[config.mk]
export PLATFORM = sky130hd
export DESIGN_NAME = sorted_priority_queue_unit_flat
export DESIGN_NICKNAME = d
export VERILOG_FILES = /design/src/rtl/spq_pkg.sv /design/src/rtl/spq_if.sv /design/src/rtl/spq_cell.sv /design/src/rtl/sorted_priority_queue_unit.sv /design/src/flat_wrapper.sv
export SDC_FILE = /design/constraint.sdc
export NUM_CORES = 2
export LEC_CHECK = 0
export ABC_AREA = 1
export BUFFER_PORTS_ARGS = -buffer_cell sky130_fd_sc_hd__buf_2
export CAP_MARGIN = 20
export CORE_AREA = 4 4 402 404
export CTS_CLUSTER_DIAMETER = 80
export DETAILED_ROUTE_END_ITERATION = 8
export DIE_AREA = 0 0 406 408
export GPL_TIMING_DRIVEN = 0
export HOLD_SLACK_MARGIN = 0.1
export PLACE_DENSITY = 0.51
export SLEW_MARGIN = 25
export SYNTH_ARGS = -nofsm -noshare
export SYNTH_HDL_FRONTEND = slang
export SYNTH_HIERARCHICAL = 1
export SYNTH_SLANG_ARGS = --single-unit
[constraint.sdc]
create_clock -name i_clk -period 3.5 [get_ports i_clk]
set_input_delay 0.175 -clock i_clk [delete_from_list [all_inputs] [get_ports i_clk]]
set_output_delay 0.175 -clock i_clk [all_outputs]
set_load 0.01 [all_outputs]
[src/rtl/spq_pkg.sv]
`timescale 1ns / 1ps
// Shared types, codes and sizes of the sorted priority queue.
// No dependencies; every other file imports this package.
package spq_pkg;

    localparam int SPQ_CAPACITY = 16;
    localparam int VAL_W        = 32;
    localparam int PRIO_W       = 8;
    localparam int CMD_W        = 2;
    localparam int STATUS_W     = 2;
    localparam int COUNT_OUT_W  = 5;

    localparam logic [CMD_W-1:0] CMD_INSERT = 2'd0;
    localparam logic [CMD_W-1:0] CMD_REMOVE = 2'd1;
    localparam logic [CMD_W-1:0] CMD_QUERY  = 2'd2;

    localparam logic [STATUS_W-1:0] STATUS_OK        = 2'd0;
    localparam logic [STATUS_W-1:0] STATUS_UNDERFLOW = 2'd1;
    localparam logic [STATUS_W-1:0] STATUS_OVERFLOW  = 2'd2;

    // One slot of the queue as it moves between neighboring cells.
    typedef struct packed {
        logic                     valid;
        logic signed [VAL_W-1:0]  value;
        logic [PRIO_W-1:0]        prio;
    } t_entry;

    // Broadcast from the top level to every cell.
    typedef struct packed {
        logic                     ins;
        logic                     rem;
        logic signed [VAL_W-1:0]  value;
        logic [PRIO_W-1:0]        prio;
    } t_cell_ctrl;

endpackage

[src/rtl/spq_if.sv]
`timescale 1ns / 1ps
// Valid/ready channels of the sorted priority queue: commands in, results out.
// Depends on spq_pkg for the field widths.
interface spq_cmd_if;
    import spq_pkg::*;

    logic                     valid;
    logic                     ready;
    logic [CMD_W-1:0]         command;
    logic signed [VAL_W-1:0]  item_value;
    logic [PRIO_W-1:0]        item_priority;

    modport source (output valid, command, item_value, item_priority, input ready);
    modport sink   (input valid, command, item_value, item_priority, output ready);
endinterface

interface spq_rsp_if;
    import spq_pkg::*;

    logic                     valid;
    logic                     ready;
    logic [STATUS_W-1:0]      status;
    logic signed [VAL_W-1:0]  head_value;
    logic [PRIO_W-1:0]        head_priority;
    logic signed [VAL_W-1:0]  removed_value;
    logic [PRIO_W-1:0]        removed_priority;
    logic [COUNT_OUT_W-1:0]   entry_count;
    logic                     is_empty;
    logic                     is_full;

    modport source (output valid, status, head_value, head_priority, removed_value,
                    removed_priority, entry_count, is_empty, is_full, input ready);
    modport sink   (input valid, status, head_value, head_priority, removed_value,
                    removed_priority, entry_count, is_empty, is_full, output ready);
endinterface

[src/rtl/spq_cell.sv]
`timescale 1ns / 1ps
// One slot of the sorted queue: holds an entry, keeps it or takes the newcomer, its left
// neighbor or its right neighbor on each command. Depends on spq_pkg.
module spq_cell (
    input  logic                i_clk,
    input  logic                i_rst_n,
    input  spq_pkg::t_cell_ctrl i_ctrl,
    input  spq_pkg::t_entry     i_left,
    input  logic                i_left_before,
    input  spq_pkg::t_entry     i_right,
    output spq_pkg::t_entry     o_entry,
    output spq_pkg::t_entry     o_next,
    output logic                o_before
);
    import spq_pkg::*;

    logic                     r_valid;
    logic signed [VAL_W-1:0]  r_value;
    logic [PRIO_W-1:0]        r_prio;
    t_entry                   n_entry;

    assign o_entry = '{valid: r_valid, value: r_value, prio: r_prio};

    // The newcomer lands at or ahead of this slot unless the slot holds an
    // entry of higher or equal priority (equal priorities stay in arrival order).
    assign o_before = !(r_valid && (r_prio >= i_ctrl.prio));

    always_comb begin
        n_entry = o_entry;
        if (i_ctrl.ins) begin
            if (o_before) begin
                if (i_left_before) begin
                    n_entry = i_left;
                end else begin
                    n_entry = '{valid: 1'b1, value: i_ctrl.value, prio: i_ctrl.prio};
                end
            end
        end else if (i_ctrl.rem) begin
            n_entry = i_right;
        end
    end

    assign o_next = n_entry;

    always_ff @(posedge i_clk) begin
        if (!i_rst_n) begin
            r_valid <= 1'b0;
        end else begin
            r_valid <= n_entry.valid;
        end
    end

    always_ff @(posedge i_clk) begin
        r_value <= n_entry.value;
        r_prio  <= n_entry.prio;
    end

endmodule

[src/rtl/sorted_priority_queue_unit.sv]
`timescale 1ns / 1ps
// Sorted priority queue of CAPACITY (value, priority) entries, highest priority
// at the head, equal priorities first in first out. Takes one command per clock
// while the result is taken or none waits: every slot compares the newcomer's
// priority in parallel and shifts by one in the same cycle, so the row of slot
// cells sets the rate. The result is registered at the transfer, and a new
// command is taken while that result waits only if it is taken in the same cycle.
module sorted_priority_queue_unit #(
    parameter int CAPACITY = spq_pkg::SPQ_CAPACITY
) (
    input  logic        i_clk,
    input  logic        i_rst_n,
    spq_cmd_if.sink     i_cmd,
    spq_rsp_if.source   o_rsp
);
    import spq_pkg::*;

    localparam int CNT_W = $clog2(CAPACITY + 1);
    localparam logic [CNT_W-1:0] CNT_FULL = CNT_W'(CAPACITY);

    t_entry     w_entry  [CAPACITY];
    t_entry     w_next   [CAPACITY];
    logic       w_before [CAPACITY];
    t_cell_ctrl w_ctrl;

    logic [CNT_W-1:0] r_count;
    logic [CNT_W-1:0] n_count;
    logic             w_accept;
    logic             w_empty;
    logic             w_full;
    logic [STATUS_W-1:0] w_status;
    logic [31:0]      w_count_ext;

    logic                     r_rsp_valid;
    logic [STATUS_W-1:0]      r_status;
    logic signed [VAL_W-1:0]  r_head_value;
    logic [PRIO_W-1:0]        r_head_prio;
    logic signed [VAL_W-1:0]  r_rem_value;
    logic [PRIO_W-1:0]        r_rem_prio;
    logic [CNT_W-1:0]         r_rsp_count;

    assign i_cmd.ready = !r_rsp_valid || o_rsp.ready;
    assign w_accept    = i_cmd.valid && i_cmd.ready;
    assign w_empty     = (r_count == '0);
    assign w_full      = (r_count == CNT_FULL);

    always_comb begin
        w_ctrl   = '{ins: 1'b0, rem: 1'b0, value: i_cmd.item_value,
                     prio: i_cmd.item_priority};
        w_status = STATUS_OK;
        n_count  = r_count;
        unique case (i_cmd.command)
            CMD_INSERT: begin
                if (w_full) begin
                    w_status = STATUS_OVERFLOW;
                end else begin
                    w_ctrl.ins = w_accept;
                    n_count    = r_count + 1'b1;
                end
            end
            CMD_REMOVE: begin
                if (w_empty) begin
                    w_status = STATUS_UNDERFLOW;
                end else begin
                    w_ctrl.rem = w_accept;
                    n_count    = r_count - 1'b1;
                end
            end
            default: begin
                // query and the unused code change nothing
            end
        endcase
    end

    for (genvar g = 0; g < CAPACITY; g++) begin : g_cell
        t_entry w_left;
        t_entry w_right;
        logic   w_left_before;

        if (g == 0) begin : g_head
            assign w_left        = '0;
            assign w_left_before = 1'b0;
        end else begin : g_body
            assign w_left        = w_entry[g-1];
            assign w_left_before = w_before[g-1];
        end

        if (g == CAPACITY - 1) begin : g_tail
            assign w_right = '0;
        end else begin : g_mid
            assign w_right = w_entry[g+1];
        end

        spq_cell u_cell (
            .i_clk         (i_clk),
            .i_rst_n       (i_rst_n),
            .i_ctrl        (w_ctrl),
            .i_left        (w_left),
            .i_left_before (w_left_before),
            .i_right       (w_right),
            .o_entry       (w_entry[g]),
            .o_next        (w_next[g]),
            .o_before      (w_before[g])
        );
    end

    always_ff @(posedge i_clk) begin
        if (!i_rst_n) begin
            r_count     <= '0;
            r_rsp_valid <= 1'b0;
        end else begin
            if (w_accept) begin
                r_count     <= n_count;
                r_rsp_valid <= 1'b1;
            end else if (o_rsp.ready) begin
                r_rsp_valid <= 1'b0;
            end
        end
    end

    // Hold the result payload until the next transfer in.
    always_ff @(posedge i_clk) begin
        if (w_accept) begin
            r_status     <= w_status;
            r_head_value <= w_next[0].valid ? w_next[0].value : '0;
            r_head_prio  <= w_next[0].valid ? w_next[0].prio : '0;
            r_rem_value  <= w_ctrl.rem ? w_entry[0].value : '0;
            r_rem_prio   <= w_ctrl.rem ? w_entry[0].prio : '0;
            r_rsp_count  <= n_count;
        end
    end

    assign w_count_ext = 32'(r_rsp_count);

    assign o_rsp.valid            = r_rsp_valid;
    assign o_rsp.status           = r_status;
    assign o_rsp.head_value       = r_head_value;
    assign o_rsp.head_priority    = r_head_prio;
    assign o_rsp.removed_value    = r_rem_value;
    assign o_rsp.removed_priority = r_rem_prio;
    assign o_rsp.entry_count      = w_count_ext[COUNT_OUT_W-1:0];
    assign o_rsp.is_empty         = (r_rsp_count == '0);
    assign o_rsp.is_full          = (r_rsp_count == CNT_FULL);

`ifndef ASSERT_OFF
    a_head_valid_tracks_count: assert property (@(posedge i_clk) disable iff (!i_rst_n)
        w_entry[0].valid == (r_count != '0))
        else $error("head slot valid disagrees with stored count");

    a_head_order: assert property (@(posedge i_clk) disable iff (!i_rst_n)
        (w_entry[0].valid && w_entry[1].valid) |-> (w_entry[0].prio >= w_entry[1].prio))
        else $error("first two slots out of priority order");

    a_overflow_no_change: assert property (@(posedge i_clk) disable iff (!i_rst_n)
        (w_accept && (i_cmd.command == CMD_INSERT) && w_full) |=> $stable(r_count))
        else $error("rejected insert changed the count");

    a_empty_head_zero: assert property (@(posedge i_clk) disable iff (!i_rst_n)
        (r_rsp_valid && (r_rsp_count == '0)) |-> ((r_head_value == '0) && (r_head_prio == '0)))
        else $error("empty result reports a nonzero head");
`endif

endmodule
[src/flat_wrapper.sv]
// flat-port wrapper written by rule: the top's interface ports become plain ports
module sorted_priority_queue_unit_flat import spq_pkg::*;
#(
    parameter int CAPACITY = spq_pkg::SPQ_CAPACITY
)
  (i_clk, i_rst_n, i_cmd_valid, i_cmd_command, i_cmd_item_value, i_cmd_item_priority, i_cmd_ready, o_rsp_valid, o_rsp_status, o_rsp_head_value, o_rsp_head_priority, o_rsp_removed_value, o_rsp_removed_priority, o_rsp_entry_count, o_rsp_is_empty, o_rsp_is_full, o_rsp_ready);
  spq_cmd_if i_cmd_i ();
  spq_rsp_if o_rsp_i ();
  input  logic i_clk;
  input  logic i_rst_n;
  input wire logic [$bits(i_cmd_i.valid)-1:0] i_cmd_valid;
  input wire logic [$bits(i_cmd_i.command)-1:0] i_cmd_command;
  input wire logic [$bits(i_cmd_i.item_value)-1:0] i_cmd_item_value;
  input wire logic [$bits(i_cmd_i.item_priority)-1:0] i_cmd_item_priority;
  output wire logic [$bits(i_cmd_i.ready)-1:0] i_cmd_ready;
  output wire logic [$bits(o_rsp_i.valid)-1:0] o_rsp_valid;
  output wire logic [$bits(o_rsp_i.status)-1:0] o_rsp_status;
  output wire logic [$bits(o_rsp_i.head_value)-1:0] o_rsp_head_value;
  output wire logic [$bits(o_rsp_i.head_priority)-1:0] o_rsp_head_priority;
  output wire logic [$bits(o_rsp_i.removed_value)-1:0] o_rsp_removed_value;
  output wire logic [$bits(o_rsp_i.removed_priority)-1:0] o_rsp_removed_priority;
  output wire logic [$bits(o_rsp_i.entry_count)-1:0] o_rsp_entry_count;
  output wire logic [$bits(o_rsp_i.is_empty)-1:0] o_rsp_is_empty;
  output wire logic [$bits(o_rsp_i.is_full)-1:0] o_rsp_is_full;
  input wire logic [$bits(o_rsp_i.ready)-1:0] o_rsp_ready;
  assign i_cmd_i.valid = i_cmd_valid;
  assign i_cmd_i.command = i_cmd_command;
  assign i_cmd_i.item_value = i_cmd_item_value;
  assign i_cmd_i.item_priority = i_cmd_item_priority;
  assign i_cmd_ready = i_cmd_i.ready;
  assign o_rsp_valid = o_rsp_i.valid;
  assign o_rsp_status = o_rsp_i.status;
  assign o_rsp_head_value = o_rsp_i.head_value;
  assign o_rsp_head_priority = o_rsp_i.head_priority;
  assign o_rsp_removed_value = o_rsp_i.removed_value;
  assign o_rsp_removed_priority = o_rsp_i.removed_priority;
  assign o_rsp_entry_count = o_rsp_i.entry_count;
  assign o_rsp_is_empty = o_rsp_i.is_empty;
  assign o_rsp_is_full = o_rsp_i.is_full;
  assign o_rsp_i.ready = o_rsp_ready;
  sorted_priority_queue_unit #(.CAPACITY(CAPACITY)) u_core (.i_clk(i_clk), .i_rst_n(i_rst_n), .i_cmd(i_cmd_i), .o_rsp(o_rsp_i));
endmodule
==> Word level (Yosys, flattened, before mapping) <==
Index checks and enable logic that the tools add are counted.
{ "word_totals": {"out_inout_bits": 91, "word_cells": 206, "inputBits": 46, "ff_bits": 749} }
{ "op_classes": {"n_reduce_logical": 39, "magnitude_cmp": 16, "n_addsub": 2, "n_mux": 75, "eq_ne": 18} }
{ "op_table": {"columns": ["operator", "count"], "rows": [
  ["two-way mux 41 bit", 63],
  [">= comparator 8 bit", 16],
  ["!= test 2 bit (second input constant)", 15],
  ["AND reduction 2 bit", 15],
  ["logical AND 1 bit", 17],
  ["== test 5 bit (second input constant)", 2],
  ["zero test 5 bit", 2],
  ["two-way mux 5 bit", 2],
  ["case mux 5 bit (2 select lines)", 1],
  ["two-way mux 1 bit", 7],
  ["adder 5 x 1 -> 5 bit (second input constant)", 1],
  ["subtractor 5 x 1 -> 5 bit (second input constant)", 1],
  ["case mux 2 bit (2 select lines)", 1],
  ["nonzero test 2 bit", 2],
  ["== test 2 x 1 -> 1 bit (second input constant)", 1],
  ["zero test 2 bit", 1],
  ["two-way mux 2 bit", 1],
  ["zero test 1 bit", 1],
  ["logical OR 1 bit", 1]
]} }

==> Logic depth before layout (Yosys ltp) <==
{ "depth": {"ltp_word": 7, "depth_mapped": 19, "depth_no_buf": 16} }

==> Cells and area by module <==
The synthesis kept the hierarchy.
{ "modules_own_cells": {"columns": ["module", "instances", "area_each_um2", "seq_area_each_um2", "cells_each"], "rows": [
  ["spq_cell at u_core.g_cell[12].u_cell ...", 13, 3572.2, 820.8, 451],
  ["spq_cell at u_core.g_cell[0].u_cell ...", 3, 3569.7, 820.8, 451],
  ["sorted_priority_queue_unit", 1, 4219.0, 2732.6, 352]
]} }

==> Worst setup path before layout <==
Ideal clock, no wire load.
{ "synth_path": {"path_type": "register to register", "start": "register u_core.r_count[0]", "end": "register u_core.r_head_value[12] (netlist: u_core/o_rsp.head_value[12]), data pin", "synth_period_minus_slack_ns": 3.129, "required_ns": 3.250, "slack_ns": 0.371, "path_buffers": 2, "arrival_ns": 2.879, "setup_time_ns": 0.250, "path_stages_with_launch": 13, "cell_sequence": "dfxtp_1 > inv_1 > ha_1 > nand3_2 > nand2_2 > nor2_1 > buf_6 > clkinv_1 > dlygate4sd1_1 > o211ai_1 > nand2_2 > nand2_1 > inv_1"} }
{ "synth_lines": {"columns": ["item", "line", "source"], "rows": [
  ["start, declared", "sorted_priority_queue_unit.sv:26", "logic [CNT_W-1:0] r_count;"],
  ["start signal, assigned", "sorted_priority_queue_unit.sv:113", "r_count <= n_count;"],
  ["end signal, assigned", "sorted_priority_queue_unit.sv:125", "r_head_value <= w_next[0].valid ? w_next[0].value : '0;"],
  ["end, declared", "sorted_priority_queue_unit.sv:36", "logic signed [VAL_W-1:0] r_head_value;"]
]} }

==> results.md <==
* Status: finished, final reports clean
* Post-DP Area at 65000 sq um
* CP endpoint kind: register
* Fmax at 319 MHz
* Drt pass-1 iters at 5
* CP most frequent cell: inv_1
* Cell area after layout at around 69000 sq um
* Slowest CP cell: clkbuf_1
* Worst hold-check path type: in2reg
* Site Rows at roughly 150
* Storage cell area at 15900 sq um
* Via-per-instance ratio at 4.73
* ANT nets after route at 0
* Routability Congestion at 0.847
* Drt drc at 0
* Clk sinks at 749
* Critical Path Max Stage Delay at approximately 0.48 ns
* Die Ht at between 400 and 500 um
* CP Class: reg2reg
* Die X at about 400 um
* Crit path time final at 3.14 ns
* Finished Core Util at 43.6%
* Initial core utilization at around 40%
* Die area at around 170000 sq um
* Vias in the first global route at 48400
* Fin Hold WS at 0.206 ns
* Multi-input combinational cell area at 36400 sq um
* Max-slew headroom at 32.6%
* Share of cells above drive strength 1 at 35.1%
* Area grow syn2layout at 12.2%
* Final WL at 169000 um
* Total GRT Usage at 20.2%
* Worst path cell trace: inv_1, ha_1, nand3_2, nand2_2, nor2_4, buf_6, clkinv_1, nand3_1, nand2_1, inv_1, clkbuf_1, nand2_1, inv_1
* CTS buffer count at 102
* Root buffer cell: clkbuf_16
* Critical Path AT at around 3.7 ns
* Final HPWL DP at about 140000 um
* Critical Path Source Type: register
* Power Density at approximately 670 nW/um^2
* Starting DRT DRC Count at 2351
* # Max-Cap Violations at 0
* Clock Path Buffers at 3
* Post CTS Setup Buffer Count at 0
* Clk Latency, worst-skew pair at 0.72 ns
* Final net count at 8092
* Lkg Pwr at 34.2 nW
* # diodes at 0
* # IOs at 137
* Yosys warnings at 6
* Syn Area/Cell at 8.12 sq um
* Congestion Overflow GR at 0
* First-pass GRT wire length at between 200000 and 300000 um
* Tightest Pin Transition at 1.01 ns
* RSZ-0062 raised after global routing: false
* Crit Path Max Fanout at 10
* Core ar. at 158000 sq um
* Clock slew at reported path FFs at 0.06 ns
* Hold Fails Final Rpt at 0
* H-tree lvl count at 3
* Total number of vias at 47600
* Drt wl/cell at 16.8 um
* Most frequent cells in the layout: 1278 x nand2_2, 1008 x nand2_1, 876 x inv_1
* Post-Syn Area at 61300 sq um
* IO buf count at around 140
* Commonest non-fill, non-tap cell in the layout: nand2_2
* Worst IR Drop VDD at 436 uV
* WP data required at 4.09 ns
* Largest net degree at the start of global routing at 78
* CTS tree: yes
* Filler cell count at 16000
* Setup Viol. Count Final at 0
* Cell count after synthesis at approximately 7600
* Clk_skew at 0.0216 ns
* Fin crit share at 89.7%
* Initial antenna violation count at 0
* Max-slew violations at 0
## state kept, by name, indices dropped and copies added (netlist names)
signal / flops
u_core/o_rsp.removed_value: 32
u_core/g_cell.u_cell/r_prio: 128
u_core/o_rsp.valid: 1
u_core/o_rsp.head_priority: 8
u_core/o_rsp.head_value: 32
u_core/o_rsp.status: 2
u_core/o_rsp.entry_count: 5
u_core/o_rsp.removed_priority: 8
u_core/r_count: 5
u_core/g_cell.u_cell/r_value: 512
u_core/g_cell.u_cell/r_valid: 16
## metal layers
layer | track usage [%] | wire length (um)
met5 | 0 | 0
met4 | 6.23 | 5660
met3 | 1.93 | 5090
met2 | 38.1 | 87300
met1 | 23.9 | 70800
## area by class of cell
type                       count  share of cell area (%)
buffer                       586                    8.32
sequential                   749                    23.1
inverter                     962                    5.27
tap                         2072                    3.77
clock inverter                48                   0.804
multi-input combinational   5338                    53.0
timing repair buffer         177                    1.63
clock buffer                 140                    4.18
## per-stage QoR
step	setup TNS [ns]	setup WS (ns)	total power, mW	cells
4_1_cts	0	0.110	46.5	10100
3_5_place_dp	0	0.0633	35.3	9845
3_3_place_gp	-917.44	-1.92	35.1	9843
6_report	0	0.361	46.0	10100
2_1_floorplan	0	0.371	30.9	7635
5_1_grt	0	0.0900	49.8	10100
## timing repair
item,in CTS,in global routing
hold buffers,39,0
setup endpoints to repair,0,3
hold endpoints to repair,253,0
gates resized for setup,0,2
## worst paths after layout
check,startpoint,end,slack [ns],cells past startpoint
max,u_core/r_count[0],u_core/o_rsp.head_value[10],0.36,13
min,i_cmd_item_priority[6],u_core/g_cell[14].u_cell/r_prio[6],0.21,7
max reg2reg,u_core/r_count[0],u_core/o_rsp.head_value[10],0.36,13
min reg2reg,u_core/g_cell[15].u_cell/r_value[7],u_core/g_cell[14].u_cell/r_value[7],0.52,2
## power breakdown
group / total (mW) / internal (mW) / switching [mW]
Clock: 10.7 / 6.25 / 4.43
Sequential: 15.1 / 12.0 / 3.11
Combinational: 20.2 / 8.41 / 11.8
Total: 46.0 / 26.6 / 19.4
## worst max-delay path, delay by kind of cell (launching register included)
family / cells / cell delay [ns]
flip-flops: 1 / 0.38
buffers and inverters: 6 / 1.31
AND/OR/NAND/NOR: 6 / 0.97
adder cells (fa/ha/maj): 1 / 0.30
Note: power is estimated with default switching activity, not from simulation.
